--- src/hdl/dopl_pkg.sv ---
// shared types, widths and constants for the open-page latency model
`default_nettype none
package dopl_pkg;

  localparam int ADDR_W    = 15;
  localparam int LAT_W     = 10;
  localparam int RESP_W    = 11;
  localparam int BANK_W    = 3;
  localparam int ROW_W     = 4;
  localparam int CNT_W     = 32;
  localparam int CFG_IDX_W = 3;
  localparam int NUM_BANKS = 1 << BANK_W;
  localparam int Q_DEPTH   = 2;
  localparam int Q_PTR_W   = 1;
  localparam int Q_CNT_W   = 2;

  localparam logic [LAT_W-1:0] HIT_LAT_RST   = LAT_W'(20);
  localparam logic [LAT_W-1:0] MISS_LAT_RST  = LAT_W'(200);
  localparam logic [LAT_W-1:0] RD_PATH_RST   = LAT_W'(30);
  localparam logic [LAT_W-1:0] WR_PATH_RST   = LAT_W'(30);
  localparam logic [CNT_W-1:0] CNT_MAX       = {CNT_W{1'b1}};

  typedef enum logic [CFG_IDX_W-1:0] {
    REG_HIT_LAT  = 3'd0,
    REG_MISS_LAT = 3'd1,
    REG_RD_PATH  = 3'd2,
    REG_WR_PATH  = 3'd3
  } cfg_reg_t;

  // classified access passed from front to back
  typedef struct packed {
    logic [BANK_W-1:0] bank;
    logic [ROW_W-1:0]  row;
    logic              is_write;
  } req_t;

  function automatic logic [CNT_W-1:0] sat_inc(input logic [CNT_W-1:0] c);
    sat_inc = (c == CNT_MAX) ? c : c + CNT_W'(1);
  endfunction

endpackage
`default_nettype wire

--- src/hdl/dopl_back.sv ---
// back end: row buffer table, latency registers, totals and result register
`default_nettype none
module dopl_back (
  input  wire logic                           clk,
  input  wire logic                           rst_n,
  input  wire logic                           cfg_we,
  input  wire logic [dopl_pkg::CFG_IDX_W-1:0] cfg_index,
  input  wire logic [dopl_pkg::LAT_W-1:0]     cfg_data,
  input  wire logic                           req_valid,
  input  wire dopl_pkg::req_t                 req,
  output logic                                pop,
  output logic                                out_valid,
  output logic [dopl_pkg::RESP_W-1:0]         out_response_cycles,
  output logic                                out_page_hit,
  output logic [dopl_pkg::BANK_W-1:0]         out_bank_select,
  output logic [dopl_pkg::ROW_W-1:0]          out_row_number,
  output logic [dopl_pkg::CNT_W-1:0]          out_total_hits,
  output logic [dopl_pkg::CNT_W-1:0]          out_total_misses,
  output logic [dopl_pkg::CNT_W-1:0]          out_total_reads,
  output logic [dopl_pkg::CNT_W-1:0]          out_total_writes
);

  logic [dopl_pkg::LAT_W-1:0] hit_lat_r, miss_lat_r, rd_path_r, wr_path_r;

  logic [dopl_pkg::ROW_W-1:0] open_row_r [dopl_pkg::NUM_BANKS];
  logic [dopl_pkg::NUM_BANKS-1:0] row_valid_r;

  logic [dopl_pkg::CNT_W-1:0] hits_r, misses_r, reads_r, writes_r;
  logic [dopl_pkg::CNT_W-1:0] hits_nxt, misses_nxt, reads_nxt, writes_nxt;

  logic                        out_valid_r;
  logic [dopl_pkg::RESP_W-1:0] resp_r, resp_nxt;
  logic                        hit_r, hit_nxt;
  logic [dopl_pkg::BANK_W-1:0] bank_r;
  logic [dopl_pkg::ROW_W-1:0]  row_r;

  logic [dopl_pkg::LAT_W-1:0] path_lat, page_lat;

  // the back never stalls, so it drains one word per cycle
  assign pop = req_valid;

  always_comb begin
    hit_nxt    = row_valid_r[req.bank] && (open_row_r[req.bank] == req.row);
    path_lat   = req.is_write ? wr_path_r : rd_path_r;
    page_lat   = hit_nxt ? hit_lat_r : miss_lat_r;
    resp_nxt   = dopl_pkg::RESP_W'(path_lat) + dopl_pkg::RESP_W'(page_lat);
    hits_nxt   = hit_nxt ? dopl_pkg::sat_inc(hits_r) : hits_r;
    misses_nxt = hit_nxt ? misses_r : dopl_pkg::sat_inc(misses_r);
    writes_nxt = req.is_write ? dopl_pkg::sat_inc(writes_r) : writes_r;
    reads_nxt  = req.is_write ? reads_r : dopl_pkg::sat_inc(reads_r);
  end

  always_ff @(posedge clk) begin
    if (!rst_n) begin
      hit_lat_r <= dopl_pkg::HIT_LAT_RST;
      miss_lat_r <= dopl_pkg::MISS_LAT_RST;
      rd_path_r <= dopl_pkg::RD_PATH_RST;
      wr_path_r <= dopl_pkg::WR_PATH_RST;
    end else if (cfg_we) begin
      case (cfg_index)
        dopl_pkg::REG_HIT_LAT:  hit_lat_r  <= cfg_data;
        dopl_pkg::REG_MISS_LAT: miss_lat_r <= cfg_data;
        dopl_pkg::REG_RD_PATH:  rd_path_r  <= cfg_data;
        dopl_pkg::REG_WR_PATH:  wr_path_r  <= cfg_data;
        default: ;
      endcase
    end
  end

  // open rows; a closed bank is marked by its valid bit
  always_ff @(posedge clk) begin
    if (req_valid && !hit_nxt) open_row_r[req.bank] <= req.row;
  end

  always_ff @(posedge clk) begin
    if (!rst_n) begin
      row_valid_r <= '0;
      hits_r      <= '0;
      misses_r    <= '0;
      reads_r     <= '0;
      writes_r    <= '0;
      out_valid_r <= 1'b0;
    end else begin
      out_valid_r <= req_valid;
      if (req_valid) begin
        row_valid_r[req.bank] <= 1'b1;
        hits_r   <= hits_nxt;
        misses_r <= misses_nxt;
        reads_r  <= reads_nxt;
        writes_r <= writes_nxt;
      end
    end
  end

  always_ff @(posedge clk) begin
    if (req_valid) begin
      resp_r <= resp_nxt;
      hit_r  <= hit_nxt;
      bank_r <= req.bank;
      row_r  <= req.row;
    end
  end

  assign out_valid           = out_valid_r;
  assign out_response_cycles = resp_r;
  assign out_page_hit        = hit_r;
  assign out_bank_select     = bank_r;
  assign out_row_number      = row_r;
  assign out_total_hits      = hits_r;
  assign out_total_misses    = misses_r;
  assign out_total_reads     = reads_r;
  assign out_total_writes    = writes_r;

endmodule
`default_nettype wire

--- config.mk ---
export PLATFORM = sky130hd
export DESIGN_NAME = dopl_back
export DESIGN_NICKNAME = d
export VERILOG_FILES = /design/src/hdl/dopl_pkg.sv /design/src/hdl/dopl_back.sv
export SDC_FILE = /design/constraint.sdc
export NUM_CORES = 1
export LEC_CHECK = 0
export ABC_CLOCK_PERIOD_IN_PS = 4590
export BUFFER_PORTS_ARGS = -buffer_cell sky130_fd_sc_hd__buf_2
export CAP_MARGIN = 25
export CORE_MARGIN = 5
export CORE_UTILIZATION = 50
export CTS_BUF_LIST = sky130_fd_sc_hd__clkbuf_8
export DETAILED_ROUTE_END_ITERATION = 16
export MAX_ROUTING_LAYER = met4
export PLACE_DENSITY = 0.77
export SYNTH_ARGS = -nofsm -noshare
export SYNTH_HDL_FRONTEND = slang
export SYNTH_SLANG_ARGS = --single-unit
--- constraint.sdc ---
create_clock -name clk -period 4.59 [get_ports clk]
set_input_delay 0.918 -clock clk [delete_from_list [all_inputs] [get_ports clk]]
set_output_delay 0.918 -clock clk [all_outputs]
set_load 0.05 [all_outputs]
==> summary.md <==
| Metric | Value |
|---|---|
| Clock latency of the later-clocked register in the worst-skew pair | 0.53 ns |
| Share of final-layout standard cells stronger than drive strength 1 | 21.44% |
| Maximum number of pins on one net before global-route repair | 62 |
| Number of max-cap violations | 0 |
| DIE AREA | 0.02342 mm2 |
| Std-Cell Rows | 52 |
| Clock H-tree levels | 2 |
| Final clock period utilization by the worst path | between 90% and 100% |
| Fraction of post-synthesis cell area in the top cell type by area | 34.65% |
| Worst slew slack as a fraction of its limit | 46.68% |
| Total gr overflow | 0 |
| Number of inserted filler cells in the final layout | 1777 |
| Maximum root-to-sink buffer count | 3 |
| Via Count | approximately 8600 |
| Setup-failing EPs final | 0 |
| Die outline height | around 150 um |
| Worst setup path startpoint | req[5] |
| Number of CTS-inserted buffers | 39 |
| Post-detailed-placement half-perimeter wirelength | 17570 um |
| Antenna Violating Nets Remaining | 0 |
| Layout area overhead | 18.49% |
| Total of buffers placed on input and output ports | approximately 170 |
| Vias per cell | 5.395 |
| Number of nets in the layout | 1332 |
| Synth warnings | 0 |
| Post-synthesis cell type count | 55 |
| Clock tree from TritonCTS | yes |
| Post-route non-filler standard cell count | 1585 |
| Maximum achievable frequency | about 0.24 GHz |
| Leading register cell type out of synthesis | sky130_fd_sc_hd__dfxtp_1 |
| Cell type with the highest aggregate area in the netlist | sky130_fd_sc_hd__dfxtp_1 |
| Nature of the critical path startpoint | primary input |
| Combined global-route utilization of all metal layers | between 20% and 30% |
| IO Count | 174 |
| Final antenna diode count | 0 |
| Max Fanout on Critical Path | 9 |
| Final-report hold violation count | 0 |
| Final Slew Violations | 0 |
| Run status | complete, no violations |
| WL final | approximately 25000 um |
| DRT Pass-1 Iters | 5 |
| Reg2reg start | open_row_r[0][0]$_DFFE_PP_ |
| Number of placed cells counting well taps | 1520 |
| Endpoint class of the critical path | register |
| Count of flip-flops with a built-in enable after synthesis | 51 |
| Biggest area contributors in the synthesized netlist | sky130_fd_sc_hd__dfxtp_1 (35%), sky130_fd_sc_hd__edfxtp_1 (15%), sky130_fd_sc_hd__nand2_1 (5.8%) |
| Clock-pin slew on the worst setup and hold paths | 0.06 ns |
| RSZ-0062 raised after global routing | false |
| Maximum ir drop on the vdd rail | 0.0002474 V |
| Worst setup path class | in2reg |
| # DRC | 0 |
| Post-Route Hold Slack | roughly 0.45 ns |
| Final-layout setup total negative slack | 0 ns |
| Tmin final | 4.173 ns |
| Total setup buffers inserted after CTS | 0 |
| Overall die width | 153.0 um |
| Number of hold buffers added after CTS | 0 |
| Power density over the cells | 344.3 mW/mm2 |
| Start point of the worst min-delay path | wr_path_r[9]$_SDFFE_PN0P_ |
| Count of mapped cells out of synthesis | 1102 |
| Core ar. | 0.02017 mm2 |
| Mean post-synth cell area | 9.281 um2 |
| Data arrival time of the critical path | 4.44 ns |
| Required time of the worst setup path | about 4.9 ns |
| Initial core utilization | 50.71% |
| Fraction of the yosys area taken by sequential cells | 49.62% |
| Total chip power | 0.004173 W |
| Number of antenna violations at the first check in global routing | 0 |
| # resized after CTS | 0 |
| Worst hold-check path type | reg2reg |
| Actual slew at the worst max-slew pin | 0.7937 ns |
| Clock sink total | 228 |
| Leakage | 4.897 nW |
| Post-Syn Area | 0.01023 mm2 |
| Fin util | 60.08% |
| #FFs+latches synth | 228 |
| Number of violations reported at the end of detailed-routing iteration 0 | 560 |
| First-pass GRT wire length | slightly above 40000 um |
| Post-synthesis net count | 1143 |
| Proportion of synthesized flip-flops having asynchronous set or reset | 0% |
| Post-detailed-route wirelength per cell | about 16 um |
| Vias in the first global route | approximately 8100 |
| Clock Skews | 0.02648 ns |
| Clock root buffer master | sky130_fd_sc_hd__clkbuf_8 |
| Final estimated routing congestion in global placement | 0.8972 |
==> critical path, cell delays in order <==
cell	delay (ns)
sky130_fd_sc_hd__buf_2	0.24
sky130_fd_sc_hd__mux2i_1	0.12
sky130_fd_sc_hd__mux4_2	0.47
sky130_fd_sc_hd__xnor2_1	0.14
sky130_fd_sc_hd__nor2_1	0.18
sky130_fd_sc_hd__nand4b_2	0.19
sky130_fd_sc_hd__inv_2	0.13
sky130_fd_sc_hd__mux2_2	0.37
sky130_fd_sc_hd__ha_1	0.28
sky130_fd_sc_hd__a21o_1	0.15
sky130_fd_sc_hd__a21oi_1	0.21
sky130_fd_sc_hd__o21ai_0	0.17
sky130_fd_sc_hd__a21o_1	0.21
sky130_fd_sc_hd__a21o_1	0.20
sky130_fd_sc_hd__a21o_1	0.19
sky130_fd_sc_hd__a21oi_1	0.18
sky130_fd_sc_hd__xnor2_1	0.09
==> synth_stat cells, drive strengths merged, types with 4 or more instances <==
library cell / instances
a21o: 8
a21oi: 62
and2: 12
and3: 23
and4: 15
buf: 15
clkbuf: 34
dfxtp: 177
edfxtp: 51
ha: 15
inv: 20
mux2: 23
mux2i: 18
mux4: 4
nand2: 157
nand2b: 11
nand3: 60
nand3b: 6
nand4: 24
nor2: 124
nor3: 31
nor4: 21
o21ai: 28
o31ai: 8
or3: 19
or4: 9
xnor2: 63
xor2: 33
==> cell type report <==
| cell class | instances | area (um2) | area share [%] |
|---|---|---|---|
| repair buffers | 197 | 1046 | 8.632 |
| flip-flops and latches | 228 | 5075 | 41.88 |
| multi-input cells | 805 | 4848 | 40.01 |
| clock inverters | 25 | 182.7 | 1.507 |
| well taps | 270 | 337.8 | 2.788 |
| inverters | 20 | 77.57 | 0.6402 |
| clock buffers | 40 | 550.5 | 4.543 |
==> cell usage in the layout, fill, tap and decap left out, drive strengths merged, types with 4 or more instances in the layout <==
cell type / instances
nand2: 157
nand3: 60
dfxtp: 177
buf: 197
nor4: 21
nand4: 24
clkinv: 8
clkbuf: 40
and2: 12
xnor2: 63
o21ai: 28
or4: 9
nor2: 124
ha: 15
nand3b: 6
mux4: 4
inv: 33
and3: 23
or3: 19
o31ai: 8
nand2b: 11
mux2i: 18
nor3: 31
mux2: 23
xor2: 33
a21oi: 62
a21o: 8
and4: 15
edfxtp: 51
==> sequential cells by signal (all words and copies together) (netlist names) <==
signal	cells
hit_lat_r	10
miss_lat_r	10
open_row_r	32
out_bank_select	3
out_page_hit	1
out_response_cycles	11
out_row_number	4
out_total_hits	32
out_total_misses	32
out_total_reads	32
out_total_writes	32
out_valid	1
rd_path_r	10
row_valid_r	8
wr_path_r	10
==> power by group <==
group	switching [W]	total [W]	internal, W
combinational	0.000204	0.000292	0.0000888
sequential	0.0000177	0.00211	0.00209
clock	0.000798	0.00177	0.000974
==> kinds of logic (layout without fill, tap and decap cells) <==
kind of cell / count (synthesis) / in the layout / share of synthesized area, %
xor gates and xnor gates: 96 / 96 / 8.221
AOI/OAI and AO/OA: 123 / 123 / 6.912
and+or+nand+nor: 525 / 525 / 25.07
adders and majority gates: 16 / 16 / 2.031
buffers and inverters: 69 / 282 / 2.973
muxes: 45 / 45 / 5.175
DFF: 228 / 228 / 49.62
==> stage by stage <==
step           setup slack [ns]  instance area (um2)
2_1_floorplan         -0.009765                10230
3_3_place_gp            0.04592                11380
3_5_place_dp           -0.04894                11380
4_1_cts                  0.4992                12120
5_1_grt                  0.2038                12120
6_report                 0.4173                12120
==> metal layers <==
layer	track usage [%]	vias to the layer above	wire length, um
li1	-	4246	-
met4	7.679	0	722
met5	-	-	0
met3	5.033	62	1397
met1	27.13	4036	11070
met2	33.59	207	11840
==> final timing paths <==
path                                                          to  slack (ns)  cells after the start
worst max register to register  out_response_cycles[9]$_DFFE_PP_        0.74                     15
worst max-delay path            out_response_cycles[9]$_DFFE_PP_        0.42                     17
worst min register to register         wr_path_r[9]$_SDFFE_PN0P_        0.45                      2
worst min-delay path                   wr_path_r[9]$_SDFFE_PN0P_        0.45                      2
No activity file was read; power rests on OpenSTA's default activity.
